$ cat src/rtl/core/behf_pkg.sv
// Shared types and constants of the barrier elision hazard filter.
// Depends on nothing; imported by the front, back and top level modules.
`default_nettype none

package behf_pkg;

	localparam logic [2:0] OP_MATMUL = 3'd0;
	localparam logic [2:0] OP_VECTOR = 3'd1;
	localparam logic [2:0] OP_XFER   = 3'd2;
	localparam logic [2:0] OP_SYNC   = 3'd3;
	localparam logic [2:0] OP_END    = 3'd5;

	localparam logic [2:0] KIND_MATMUL = 3'b001;
	localparam logic [2:0] KIND_VECTOR = 3'b010;
	localparam logic [2:0] KIND_XFER   = 3'b100;

	localparam logic [7:0] VEC_EXTRA_READ = 8'd1;
	localparam logic [7:0] XFER_WRITE     = 8'd0;
	localparam logic [7:0] XFER_READ      = 8'd1;

	typedef enum logic [1:0] {
		CLS_ACCESS,
		CLS_SYNC,
		CLS_OTHER,
		CLS_END
	} cls_t;

	typedef enum logic [1:0] {
		PH_NONE,
		PH_FRESH,
		PH_SEG
	} phase_t;

	typedef struct packed {
		cls_t       cls;
		logic [2:0] kind;
		logic       unk;
	} cmd_t;

	typedef struct packed {
		logic   take;
		logic   emit;
		logic   is_end;
		phase_t phase;
	} back_status_t;

endpackage

`default_nettype wire

$ cat src/rtl/core/behf_fifo.sv
// Small register queue between the front and back parts of the filter.
// Generic in width and depth; depends on nothing else.
`default_nettype none

module behf_fifo #(
	parameter int WIDTH = 8,
	parameter int DEPTH = 2
) (
	input  wire logic             clk,
	input  wire logic             arst_n,
	input  wire logic             wr_en,
	input  wire logic [WIDTH-1:0] wr_data,
	output logic                  full,
	input  wire logic             rd_en,
	output logic [WIDTH-1:0]      rd_data,
	output logic                  empty
);

	localparam int PW = (DEPTH > 1) ? $clog2(DEPTH) : 1;
	localparam int CW = $clog2(DEPTH + 1);

	logic [WIDTH-1:0] mem_q [DEPTH];
	logic [PW-1:0]    wr_ptr_q;
	logic [PW-1:0]    rd_ptr_q;
	logic [CW-1:0]    count_q;
	logic             do_wr;
	logic             do_rd;

	assign full    = (count_q == CW'(DEPTH));
	assign empty   = (count_q == '0);
	assign do_wr   = wr_en && !full;
	assign do_rd   = rd_en && !empty;
	assign rd_data = mem_q[rd_ptr_q];

	always_ff @(posedge clk) begin
		if (do_wr) begin
			mem_q[wr_ptr_q] <= wr_data;
		end
	end

	always_ff @(posedge clk or negedge arst_n) begin
		if (!arst_n) begin
			wr_ptr_q <= '0;
			rd_ptr_q <= '0;
			count_q  <= '0;
		end else begin
			if (do_wr) begin
				wr_ptr_q <= (wr_ptr_q == PW'(DEPTH - 1)) ? '0 : wr_ptr_q + 1'b1;
			end
			if (do_rd) begin
				rd_ptr_q <= (rd_ptr_q == PW'(DEPTH - 1)) ? '0 : rd_ptr_q + 1'b1;
			end
			if (do_wr && !do_rd) begin
				count_q <= count_q + 1'b1;
			end else if (do_rd && !do_wr) begin
				count_q <= count_q - 1'b1;
			end
		end
	end

endmodule

`default_nettype wire

$ cat src/rtl/core/behf_front.sv
// Front part: classifies each command and builds its read and write buffer masks.
// Depends on behf_pkg.
`default_nettype none

module behf_front
	import behf_pkg::*;
#(
	parameter int NUM_BUFFERS = 32
) (
	input  wire logic [2:0]         op,
	input  wire logic [7:0]         buf_a,
	input  wire logic [7:0]         buf_b,
	input  wire logic [7:0]         buf_c,
	input  wire logic [7:0]         sub,
	input  wire logic               known,
	output cmd_t                    cmd,
	output logic [NUM_BUFFERS-1:0]  rd_mask,
	output logic [NUM_BUFFERS-1:0]  wr_mask
);

	localparam logic [NUM_BUFFERS-1:0] MaskOne = NUM_BUFFERS'(1);
	localparam logic [7:0]             IdLimit = 8'(NUM_BUFFERS);

	logic                   ok_a;
	logic                   ok_b;
	logic                   ok_c;
	logic [NUM_BUFFERS-1:0] bit_a;
	logic [NUM_BUFFERS-1:0] bit_b;
	logic [NUM_BUFFERS-1:0] bit_c;
	logic                   bad_id;
	logic [NUM_BUFFERS-1:0] rd_raw;
	logic [NUM_BUFFERS-1:0] wr_raw;

	assign ok_a  = (buf_a < IdLimit);
	assign ok_b  = (buf_b < IdLimit);
	assign ok_c  = (buf_c < IdLimit);
	assign bit_a = MaskOne << buf_a;
	assign bit_b = MaskOne << buf_b;
	assign bit_c = MaskOne << buf_c;

	always_comb begin
		cmd.cls  = CLS_OTHER;
		cmd.kind = '0;
		bad_id   = 1'b0;
		rd_raw   = '0;
		wr_raw   = '0;
		unique case (op)
			OP_MATMUL: begin
				cmd.cls  = CLS_ACCESS;
				cmd.kind = KIND_MATMUL;
				bad_id   = !ok_a || !ok_b || !ok_c;
				rd_raw   = bit_a | bit_b;
				wr_raw   = bit_c;
			end
			OP_VECTOR: begin
				cmd.cls  = CLS_ACCESS;
				cmd.kind = KIND_VECTOR;
				bad_id   = !ok_a || ((sub == VEC_EXTRA_READ) && !ok_b);
				rd_raw   = bit_a | ((sub == VEC_EXTRA_READ) ? bit_b : '0);
				wr_raw   = bit_a;
			end
			OP_XFER: begin
				cmd.cls  = CLS_ACCESS;
				cmd.kind = KIND_XFER;
				if (sub == XFER_WRITE) begin
					bad_id = !ok_a;
					wr_raw = bit_a;
				end else if (sub == XFER_READ) begin
					bad_id = !ok_a;
					rd_raw = bit_a;
				end
			end
			OP_SYNC: begin
				cmd.cls = CLS_SYNC;
			end
			OP_END: begin
				cmd.cls = CLS_END;
			end
			default: begin
				cmd.cls = CLS_OTHER;
			end
		endcase
		cmd.unk = (cmd.cls == CLS_ACCESS) && (!known || bad_id);
		rd_mask = cmd.unk ? '0 : rd_raw;
		wr_mask = cmd.unk ? '0 : wr_raw;
	end

endmodule

`default_nettype wire

$ cat src/rtl/core/behf_back.sv
// Back part: keeps the segment summaries, decides each sync and holds the result register.
// Depends on behf_pkg.
`default_nettype none

module behf_back
	import behf_pkg::*;
#(
	parameter int NUM_BUFFERS = 32
) (
	input  wire logic                   clk,
	input  wire logic                   arst_n,
	input  wire logic                   q_empty,
	input  wire cmd_t                   cmd,
	input  wire logic [NUM_BUFFERS-1:0] rd_mask,
	input  wire logic [NUM_BUFFERS-1:0] wr_mask,
	output logic                        q_pop,
	output logic                        empty,
	input  wire logic                   pop,
	output logic                        keep,
	output logic [15:0]                 sync_number,
	output back_status_t                status
);

	logic [NUM_BUFFERS-1:0] before_rd_q;
	logic [NUM_BUFFERS-1:0] before_wr_q;
	logic [2:0]             before_kind_q;
	logic                   before_unk_q;
	logic [NUM_BUFFERS-1:0] after_rd_q;
	logic [NUM_BUFFERS-1:0] after_wr_q;
	logic [2:0]             after_kind_q;
	logic                   after_unk_q;
	logic [NUM_BUFFERS-1:0] first_rd_q;
	logic [NUM_BUFFERS-1:0] first_wr_q;
	phase_t                 phase_q;
	logic [15:0]            counter_q;
	logic                   out_vld_q;
	logic                   keep_q;
	logic [15:0]            num_q;

	logic can_out;
	logic take;
	logic hazard;
	logic seg_keep;
	logic emit;
	logic emit_keep;

	assign can_out     = !out_vld_q || pop;
	assign take        = !q_empty && can_out;
	assign q_pop       = take;
	assign empty       = !out_vld_q;
	assign keep        = keep_q;
	assign sync_number = num_q;

	assign hazard = (|(first_rd_q & before_wr_q)) ||
	                (|(first_wr_q & (before_rd_q | before_wr_q)));
	assign seg_keep = after_unk_q || before_unk_q || (|(before_kind_q & after_kind_q)) || hazard;

	always_comb begin
		emit      = 1'b0;
		emit_keep = 1'b0;
		unique case (cmd.cls)
			CLS_END: begin
				emit      = (phase_q != PH_NONE);
				emit_keep = (phase_q == PH_FRESH) ? 1'b1 : seg_keep;
			end
			CLS_SYNC: begin
				emit      = (phase_q != PH_NONE);
				emit_keep = (phase_q == PH_SEG) ? seg_keep : 1'b0;
			end
			default: begin
				emit = 1'b0;
			end
		endcase
	end

	assign status.take   = take;
	assign status.emit   = take && emit;
	assign status.is_end = (cmd.cls == CLS_END);
	assign status.phase  = phase_q;

	always_ff @(posedge clk) begin
		if (take && emit) begin
			keep_q <= emit_keep;
			num_q  <= counter_q - 16'd1;
		end
	end

	always_ff @(posedge clk or negedge arst_n) begin
		if (!arst_n) begin
			out_vld_q     <= 1'b0;
			before_rd_q   <= '0;
			before_wr_q   <= '0;
			before_kind_q <= '0;
			before_unk_q  <= 1'b0;
			after_rd_q    <= '0;
			after_wr_q    <= '0;
			after_kind_q  <= '0;
			after_unk_q   <= 1'b0;
			first_rd_q    <= '0;
			first_wr_q    <= '0;
			phase_q       <= PH_NONE;
			counter_q     <= '0;
		end else begin
			if (can_out) begin
				out_vld_q <= take && emit;
			end
			if (take) begin
				unique case (cmd.cls)
					CLS_END: begin
						before_rd_q   <= '0;
						before_wr_q   <= '0;
						before_kind_q <= '0;
						before_unk_q  <= 1'b0;
						after_rd_q    <= '0;
						after_wr_q    <= '0;
						after_kind_q  <= '0;
						after_unk_q   <= 1'b0;
						first_rd_q    <= '0;
						first_wr_q    <= '0;
						phase_q       <= PH_NONE;
						counter_q     <= '0;
					end
					CLS_SYNC: begin
						if (phase_q == PH_SEG) begin
							if (seg_keep) begin
								before_rd_q   <= after_rd_q;
								before_wr_q   <= after_wr_q;
								before_kind_q <= after_kind_q;
								before_unk_q  <= after_unk_q;
							end else begin
								before_rd_q   <= before_rd_q | after_rd_q;
								before_wr_q   <= before_wr_q | after_wr_q;
								before_kind_q <= before_kind_q | after_kind_q;
								before_unk_q  <= before_unk_q | after_unk_q;
							end
							after_rd_q   <= '0;
							after_wr_q   <= '0;
							after_kind_q <= '0;
							after_unk_q  <= 1'b0;
							first_rd_q   <= '0;
							first_wr_q   <= '0;
						end
						phase_q   <= PH_FRESH;
						counter_q <= counter_q + 16'd1;
					end
					CLS_ACCESS: begin
						if (phase_q == PH_NONE) begin
							if (cmd.unk) begin
								before_unk_q <= 1'b1;
							end else begin
								before_rd_q   <= before_rd_q | rd_mask;
								before_wr_q   <= before_wr_q | wr_mask;
								before_kind_q <= before_kind_q | cmd.kind;
							end
						end else begin
							if (phase_q == PH_FRESH) begin
								first_rd_q <= rd_mask;
								first_wr_q <= wr_mask;
								phase_q    <= PH_SEG;
							end
							if (cmd.unk) begin
								after_unk_q <= 1'b1;
							end else begin
								after_rd_q   <= after_rd_q | rd_mask;
								after_wr_q   <= after_wr_q | wr_mask;
								after_kind_q <= after_kind_q | cmd.kind;
							end
						end
					end
					default: begin
						if (phase_q == PH_NONE) begin
							before_unk_q <= 1'b1;
						end else begin
							phase_q     <= PH_SEG;
							after_unk_q <= 1'b1;
						end
					end
				endcase
			end
		end
	end

endmodule

`default_nettype wire

$ cat src/rtl/core/barrier_elision_hazard_filter.sv
// Top level of the barrier elision hazard filter: front classifier, command queue, back decider.
// Depends on behf_pkg, behf_front, behf_fifo and behf_back.
//
// Channel   Direction  Handshake           Payload
// command   in         push / full         op, buf_a, buf_b, buf_c, sub, known
// decision  out        empty / pop         keep, sync_number
//
// A request is classified in the cycle it is pushed and enters a short queue. The back part
// takes one queued request per cycle, so the sustained rate is one request per clock, and
// stalls only while its result register holds an untaken decision; the front keeps accepting
// until the queue fills. A decision reaches the result ports in the cycle after the back part
// takes the request closing its segment. Reset clears all segment state and the sync count.
`default_nettype none

module barrier_elision_hazard_filter
	import behf_pkg::*;
#(
	parameter int NUM_BUFFERS = 32,
	parameter int QUEUE_DEPTH = 2
) (
	input  wire logic        clk,
	input  wire logic        arst_n,
	input  wire logic        push,
	output logic             full,
	input  wire logic [2:0]  op,
	input  wire logic [7:0]  buf_a,
	input  wire logic [7:0]  buf_b,
	input  wire logic [7:0]  buf_c,
	input  wire logic [7:0]  sub,
	input  wire logic        known,
	output logic             empty,
	input  wire logic        pop,
	output logic             keep,
	output logic [15:0]      sync_number
);

	localparam int QW = $bits(cmd_t) + 2 * NUM_BUFFERS;

	cmd_t                   f_cmd;
	logic [NUM_BUFFERS-1:0] f_rd;
	logic [NUM_BUFFERS-1:0] f_wr;
	cmd_t                   b_cmd;
	logic [NUM_BUFFERS-1:0] b_rd;
	logic [NUM_BUFFERS-1:0] b_wr;
	logic [QW-1:0]          q_out;
	logic                   q_empty;
	logic                   q_pop;
	back_status_t           status;

	behf_front #(
		.NUM_BUFFERS(NUM_BUFFERS)
	) u_front (
		.op     (op),
		.buf_a  (buf_a),
		.buf_b  (buf_b),
		.buf_c  (buf_c),
		.sub    (sub),
		.known  (known),
		.cmd    (f_cmd),
		.rd_mask(f_rd),
		.wr_mask(f_wr)
	);

	behf_fifo #(
		.WIDTH(QW),
		.DEPTH(QUEUE_DEPTH)
	) u_queue (
		.clk    (clk),
		.arst_n (arst_n),
		.wr_en  (push),
		.wr_data({f_cmd, f_rd, f_wr}),
		.full   (full),
		.rd_en  (q_pop),
		.rd_data(q_out),
		.empty  (q_empty)
	);

	assign {b_cmd, b_rd, b_wr} = q_out;

	behf_back #(
		.NUM_BUFFERS(NUM_BUFFERS)
	) u_back (
		.clk        (clk),
		.arst_n     (arst_n),
		.q_empty    (q_empty),
		.cmd        (b_cmd),
		.rd_mask    (b_rd),
		.wr_mask    (b_wr),
		.q_pop      (q_pop),
		.empty      (empty),
		.pop        (pop),
		.keep       (keep),
		.sync_number(sync_number),
		.status     (status)
	);

	a_no_take_from_empty: assert property (@(posedge clk) disable iff (!arst_n)
		q_empty |-> !status.take)
		else $error("back part took a request from an empty queue");

	a_push_reaches_queue: assert property (@(posedge clk) disable iff (!arst_n)
		(push && !full) |=> !q_empty)
		else $error("accepted request did not reach the queue");

	a_end_clears_phase: assert property (@(posedge clk) disable iff (!arst_n)
		(status.take && status.is_end) |=> (status.phase == PH_NONE))
		else $error("end of block left a sync pending");

	a_emit_shows_result: assert property (@(posedge clk) disable iff (!arst_n)
		status.emit |=> !empty)
		else $error("decision was lost before reaching the result ports");

endmodule

`default_nettype wire

$ cat config.mk
export PLATFORM = sky130hd
export DESIGN_NAME = barrier_elision_hazard_filter
export DESIGN_NICKNAME = d
export VERILOG_FILES = /design/src/rtl/core/behf_pkg.sv /design/src/rtl/core/behf_fifo.sv /design/src/rtl/core/behf_front.sv /design/src/rtl/core/behf_back.sv /design/src/rtl/core/barrier_elision_hazard_filter.sv
export SDC_FILE = /design/constraint.sdc
export NUM_CORES = 1
export LEC_CHECK = 0
export ABC_AREA = 1
export ABC_CLOCK_PERIOD_IN_PS = 3850
export BUFFER_PORTS_ARGS = -buffer_cell sky130_fd_sc_hd__buf_2
export CELL_PAD_IN_SITES_DETAIL_PLACEMENT = 0
export CELL_PAD_IN_SITES_GLOBAL_PLACEMENT = 1
export CORE_UTILIZATION = 40
export DETAILED_ROUTE_END_ITERATION = 6
export PLACE_DENSITY = 0.74
export SYNTH_ARGS = -nofsm -noshare
export SYNTH_HDL_FRONTEND = slang
export SYNTH_SLANG_ARGS = --single-unit
$ cat constraint.sdc
create_clock -name clk -period 3.85 [get_ports clk]
set_clock_uncertainty 0.05 [all_clocks]
set_input_delay 0.385 -clock clk [delete_from_list [all_inputs] [get_ports clk]]
set_output_delay 0.385 -clock clk [all_outputs]
set_load 0.005 [all_outputs]
==> results of run 1 <==
[cell families after synthesis]
| group | after synthesis | synth area share |
|---|---|---|
| buf+inv | 373 | 0.08235 |
| xor+xnor | 16 | 0.007579 |
| fa+ha+maj | 3 | 0.002030 |
| simple gates | 1031 | 0.2307 |
| compound gates | 422 | 0.1206 |
| flops | 380 | 0.5567 |
[final cells by class]
type,instances,area share
Timing Repair Buffer,86,0.02925
Inverter,265,0.04816
Clock inverter,18,0.005861
Sequential cell,380,0.4972
Clock buffer,59,0.05873
Tap cell,600,0.03626
Multi-Input combinational cell,1472,0.3245
[per-stage QoR]
step / hold slack (ns) / setup WS, ns / utilization / power, mW
after floorplan: 0.03941 / 0.8692 / - / 10.41
after global placement: 0.3773 / 1.236 / 0.4252 / 12.38
after detailed placement: 0.3797 / 1.185 / 0.4252 / 12.50
after CTS: 0.1152 / 1.177 / 0.4553 / 16.46
after global routing: 0.1498 / 0.9845 / 0.4553 / 17.47
final: 0.1386 / 1.202 / 0.4553 / 16.33
[synthesized netlist by cell type, types with 20 or more instances]
library cell,count
o21ai_0,286
or2_2,66
nor2_1,299
dfrtp_1,223
nand3_1,63
inv_1,253
nor3_1,20
a21oi_1,22
clkbuf_1,55
o21ai_1,76
buf_2,36
nand2_1,546
edfxtp_1,157
[state kept, by name (all words and copies together), names as in the netlist, 2 cells and up]
name                  count
u_back.first_rd_q        32
u_back.before_rd_q       32
u_back.first_wr_q        32
u_back.before_kind_q      3
u_back.phase_q            2
u_back.before_wr_q       32
u_back.after_wr_q        32
u_back.after_rd_q        32
u_back.counter_q         16
u_back.after_kind_q       3
u_queue.mem_q           140
u_queue.count_q           2
u_back.sync_number       16
[routing by layer]
layer | global-route usage | vias to the layer above | share of wire
met2 | 0.3358 | 396 | 0.45
li1 | - | 7203 | -
met5 | 0 | - | 0
met4 | 0.07582 | 0 | 0.028
met3 | 0.02893 | 92 | 0.054
met1 | 0.3101 | 7040 | 0.47
[power by group]
group	switching [mW]	leakage, nW	internal (mW)
Sequential	0.479	4.44	5.50
Combinational	4.63	4.04	1.79
Clock	1.66	0.657	2.27
[placed cells by master, fill, tap and decap left out, types with 2 or more instances in the layout]
cell type	n
a21oi_1	22
a21oi_2	2
a22oi_1	10
a32oi_1	18
and2_1	2
buf_12	7
buf_2	57
buf_4	18
clkbuf_1	8
clkbuf_16	43
clkbuf_8	8
clkinv_1	5
clkinv_2	9
clkinvlp_4	3
dfrtp_1	222
dlygate4sd3_1	3
edfxtp_1	157
ha_1	3
inv_1	253
inv_2	10
nand2_1	544
nand2_2	7
nand2_4	2
nand3_1	63
nand3b_1	6
nand4_1	10
nor2_1	297
nor2_4	4
nor3_1	17
nor3_2	4
nor4_1	6
o21a_1	2
o21ai_0	286
o21ai_1	76
o22ai_1	3
or2_2	66
xnor2_1	2
xor2_1	14
[what timing repair did]
item / in CTS / in global routing
hold buffers: 3 / 0
setup buffers: 0 / 0
hold endpoints to repair: 77 / 0
[worst reg2reg max path, delay by kind of cell (launching register included)]
kind	cells	cell delay, ns
buf+inv	1	0.33
flops	1	0.41
simple gates	11	1.80
[worst paths after layout]
kind / from / endpoint / cells after the start / slack, ns
max in group asynchronous: arst_n / u_back.after_wr_q[11]$_DFFE_PN0P_ / 3 / 2.32
min in group asynchronous: arst_n / u_back.counter_q[13]$_DFFE_PN0P_ / 2 / 0.36
min: op[1] / u_queue.mem_q[1][67]$_DFFE_PP_ / 3 / 0.14
max: u_back.before_wr_q[28]$_DFFE_PN0P_ / u_back.before_rd_q[30]$_DFFE_PN0P_ / 12 / 1.20
max reg2reg: u_back.before_wr_q[28]$_DFFE_PN0P_ / u_back.before_rd_q[30]$_DFFE_PN0P_ / 12 / 1.20
min reg2reg: u_back.before_rd_q[11]$_DFFE_PN0P_ / u_back.before_rd_q[11]$_DFFE_PN0P_ / 2 / 0.45
==> metrics, run 1 <==
post-route ant nets=0; drc violations=0; fillers=4,521; area growth from synthesis to layout=11.98%; fin nets=2,291; Global Route Usage Sum=0.2163; Slew headroom=0.2792; gr ovfl total=0; largest net degree at the start of global routing=119; Worst Tran Pin Value=1.077 ns; starting density of the core=0.4066; Top Family by Delay on Critical Path=simple AND/OR/NAND/NOR gates; Yosys top cell by area=dfrtp_1; Worst Setup End Kind=flip-flop; vias in the first global route=14.11k; port bufs=58; Initial DRC Count=1,015; Placed Cells=2,800; number of distinct library cells after synthesis=40; slowest cell on the critical path=dfrtp_1; share of layout cells above drive strength 1=0.1088; Placer Congestion=0.9028; Post-Syn Instances=2,225; dpl cell area=0.01934 mm^2; Worst Path Arrival=3.09 ns; leakage power total=9.138 nW; CTS H-tree lvls=2; diodes inserted=0; Max VDD drop=0.4806 mV; final setup fails=0; # clock sinks=380; fin crit period=2.648 ns; # IOs=59; post-route clock period utilization=0.6878; core area=0.04548 mm^2; register area=0.01030 mm^2; Synth area leaders=dfrtp_1, edfxtp_1, nand2_1; Die Y=217.0 um; CTS buffer count=43; Yosys top cell area share=0.3018; Crit path top cell by count=nor2_1; WP buf/inv=1; CP peak stage delay=0.41 ns; Hold Vio Cnt, Final=0; Via Count=14.73k; clock tree root driver cell=clkbuf_16; Clock transition at path regs=0.06 ns; Yosys Warn Count=0; kind of critical path=flip-flop to flip-flop; HP Class=primary input to flip-flop; Max-Cap Viols=0; multi-input combinational cell area=0.006719 mm^2; Fin Setup TNS=0 ns; Post-synth ARST share=0.5868; total nets after synthesis=2,268; post-synthesis register bit count=380; Finished Layout Cells=2,880; pwr dens=788.5 mW/mm^2; Seq/Total Area, Yosys=0.5567; RSZ-0062 raised after global routing=no; via/cell ratio=5.115; Pre-antenna DRT Iters=5; routed length per instance=17.34 um; Critical Path RT=4.29 ns; Top FF cell, synth=dfrtp_1; Clock Latency Late Sink=0.57 ns; crit-path max FO=48; Die Width=217.0 um; startpoint types=flip-flop; CTS max path bufs=3; CTS tree=done; number of flops mapped to enable cells by yosys=157; Total Wirelength=49,940 um; Rows=78; Die Footprint=0.04709 mm^2; DP HPWL=32,000 um; first-pass GRT wire length=79,180 um; Slew Limit Fails=0; Cell Area, Synth=0.01849 mm^2; initial antenna violation count=0; Mean Syn Cell Area=8.311 um^2; post-route cell area=0.02071 mm^2; status=finished clean; fmax=0.3776 GHz; CTS resizes=0; cell breakdown of the critical path=nor2_1, nor2_1, nor2_1, nand2_1, nor2_1, nand2_1, nor2_1, nand3_1, nand2_2, buf_12, nand2_1, nand2_1
Power figures use the tool's default switching activity.
==> run 2: changes to the inputs <==
- ABC_CLOCK_PERIOD_IN_PS: 3850 -> 2300
- clock period: 3.85 -> 2.3 ns (I/O delays scaled with it)
==> run 2 against run 1 <==
Net effect: global-route usage increased by 0.48 points; critical path depth decreased by 2; critical path type unchanged; worst setup slack got worse by 1.1 ns; sequential share of layout area decreased by 1.7 points; clock-buffer cell count unchanged; sequential power increased by 67%; core utilization increased by 1.6 points; routed wire length increased by 2.9%; die area unchanged; worst hold slack got worse by 0.091 ns; first-iteration DRC count increased by 10%; critical endpoint is now u_back.first_rd_q[31]$_DFFE_PN0P_.
==> metrics, run 2 (synthesized netlist as in run 1, its figures left out) <==
DP HPWL=33,370 um (+4.3%); met3 Usage GRT=0.02460 (-0.004333); CTS tree=done; core area=0.04548 mm^2 (unchanged); post-route ant nets=0 (unchanged); Clock Latency Late Sink=0.58 ns (about the same); Fin Setup TNS=0 ns (unchanged); first-pass GRT wire length=81,770 um (+3.3%); Placed Cells=2,841 (+1.5%); CP peak stage delay=0.46 ns (+0.05 ns); max reg flops=140 (unchanged); Worst Hold Launch=op[0]; gr ovfl total=0 (unchanged); CTS max path bufs=3 (unchanged); Via Count=14.90k (+1.2%); clock tree root driver cell=clkbuf_16; CTS buffer count=43 (unchanged); Worst Tran Pin Value=0.8104 ns (-0.2670 ns); Slew headroom=0.4540 (+0.1748); Slew Limit Fails=0 (unchanged); startpoint types=flip-flop; final core occ=0.4714 (+0.01609); drc violations=0 (unchanged); GRT met1 Usage=0.3252 (+0.01509); # IOs=59 (unchanged); commonest non-fill, non-tap cell in the layout=nand2_1; cell breakdown of the critical path=buf_8, nand2_1, nand2_4, nor2_8, inv_2, nor2_1, nor3_4, clkbuf_16, buf_12, o21ai_0; slowest cell on the critical path=dfrtp_2; routed length per instance=17.53 um (+1.1%); GRT busiest layer=met2; area growth from synthesis to layout=15.93%; fin crit period=2.192 ns (-0.4564 ns); leakage power total=9.517 nW (+4.1%); Rows=78 (unchanged); reg-to-reg critical path endpoint=u_back.first_rd_q[31]$_DFFE_PN0P_; diodes inserted=0 (unchanged); Die Footprint=0.04709 mm^2 (unchanged); crit-path max FO=26 (-46%); fmax=0.4562 GHz (+21%); final setup fails=0 (unchanged); register-to-register setup slack=0.11 ns (-1.09 ns); starting density of the core=0.4066 (unchanged); via/cell ratio=5.085 (-0.59%); Die Width=217.0 um (unchanged); HP Class=primary input to flip-flop; # clock sinks=380 (unchanged); Max VDD drop=0.8102 mV (+69%); Die Y=217.0 um (unchanged); share of layout cells above drive strength 1=0.1296 (+0.02079); fin nets=2,340 (+2.1%); vias in the first global route=14.53k (+3.0%); hold endpoint=u_queue.mem_q[0][66]$_DFFE_PP_; status=finished clean; post-route clock period utilization=0.9530 (+0.2651); Max-Cap Viols=0 (unchanged); Top reg by flops=u_queue.mem_q; Reg2Reg Depth=10 (-2); grt met2 use=0.3426 (+0.006816); initial antenna violation count=0 (unchanged); Placer Congestion=0.9280 (+2.8%); largest net degree at the start of global routing=69 (-42%); port bufs=58 (unchanged); Critical Path RT=2.72 ns (-1.57 ns); pwr dens=1356 mW/mm^2 (+72%); Finished Layout Cells=2,931 (+1.8%); Initial DRC Count=1,121 (+10%); Global Route Usage Sum=0.2211 (+0.004761); Worst Path Arrival=2.61 ns (-0.48 ns); Pre-antenna DRT Iters=5 (unchanged); Worst Setup End Kind=flip-flop; Cells on Worst Hold Path=3 (unchanged); RSZ-0062 raised after global routing=no; Hold Vio Cnt, Final=0 (unchanged); kind of critical path=flip-flop to flip-flop; commonest cells after routing, fill and taps aside=nand2_1, nor2_1, o21ai_0; Total Wirelength=51,390 um (+2.9%); Worst R2R Start=u_queue.rd_ptr_q$_DFFE_PN0P_; CTS H-tree lvls=2 (unchanged); Clock transition at path regs=0.06 ns (about the same)
## run 2: worst max path at each step
stage                                             end  slack (ns)                      startpoint
floorplan               u_queue.mem_q[1][0]$_DFFE_PP_       -0.68  u_queue.count_q[1]$_DFFE_PN0P_
global placement    u_back.first_rd_q[17]$_DFFE_PN0P_        0.12    u_queue.rd_ptr_q$_DFFE_PN0P_
detailed placement  u_back.first_rd_q[29]$_DFFE_PN0P_        0.08    u_queue.rd_ptr_q$_DFFE_PN0P_
CTS                 u_back.first_rd_q[31]$_DFFE_PN0P_        0.02    u_queue.rd_ptr_q$_DFFE_PN0P_
global route        u_back.after_rd_q[19]$_DFFE_PN0P_       0.002    u_queue.rd_ptr_q$_DFFE_PN0P_
finish              u_back.first_rd_q[31]$_DFFE_PN0P_        0.11    u_queue.rd_ptr_q$_DFFE_PN0P_
## run 2: critical path: cells and delay by family (launching register included)
kind                   cells  cell delay, ns
AND/OR/NAND/NOR            5            0.72
buffers and inverters      4            0.62
flip-flops                 1            0.46
AO/OA/AOI/OAI              1            0.20
## run 2: stage by stage
| step | hold slack, ns | setup WS, ns | power, mW | instance area (um^2) |
|---|---|---|---|---|
| 3_5_place_dp | 0.1601 | 0.08255 | 21.64 | 19810 |
| 3_3_place_gp | 0.1651 | 0.1235 | 21.42 | 19810 |
| 4_1_cts | 0.02099 | 0.01918 | 28.74 | 21290 |
| 5_1_grt | 0.05872 | 0.001786 | 31.14 | 21440 |
| 6_report | 0.04755 | 0.1082 | 29.08 | 21440 |
| 2_1_floorplan | -0.1156 | -0.6808 | 17.42 | 18500 |
## run 2: layout make-up
type                       count  area, um^2
fill                        4493       24040
sequential                   380       10300
multi-input combinational   1472        6731
clock buffer                  59        1259
timing repair buffer         135        1217
inverter                     265       997.2
tap                          600       750.7
clock inverter                20       186.4
## run 2: what timing repair did
action / CTS / global route
setup endpoints to repair: 0 / 151
hold buffers: 4 / 0
buffers inserted: 0 / 3
hold endpoints to repair: 99 / 0
gates resized for setup: 0 / 10
## run 2: layer usage
metal,routed length [um],up-vias
li1,-,7294
met4,1189,0
met3,2573,76
met5,0,-
met2,22870,404
met1,24760,7129
## run 2: power breakdown
group          leakage [nW]  switching [mW]  total, mW  internal (mW)
sequential             4.44           0.796       10.0           9.21
combinational          4.36            8.14       12.1           3.96
clock                 0.716            2.81       6.97           4.17
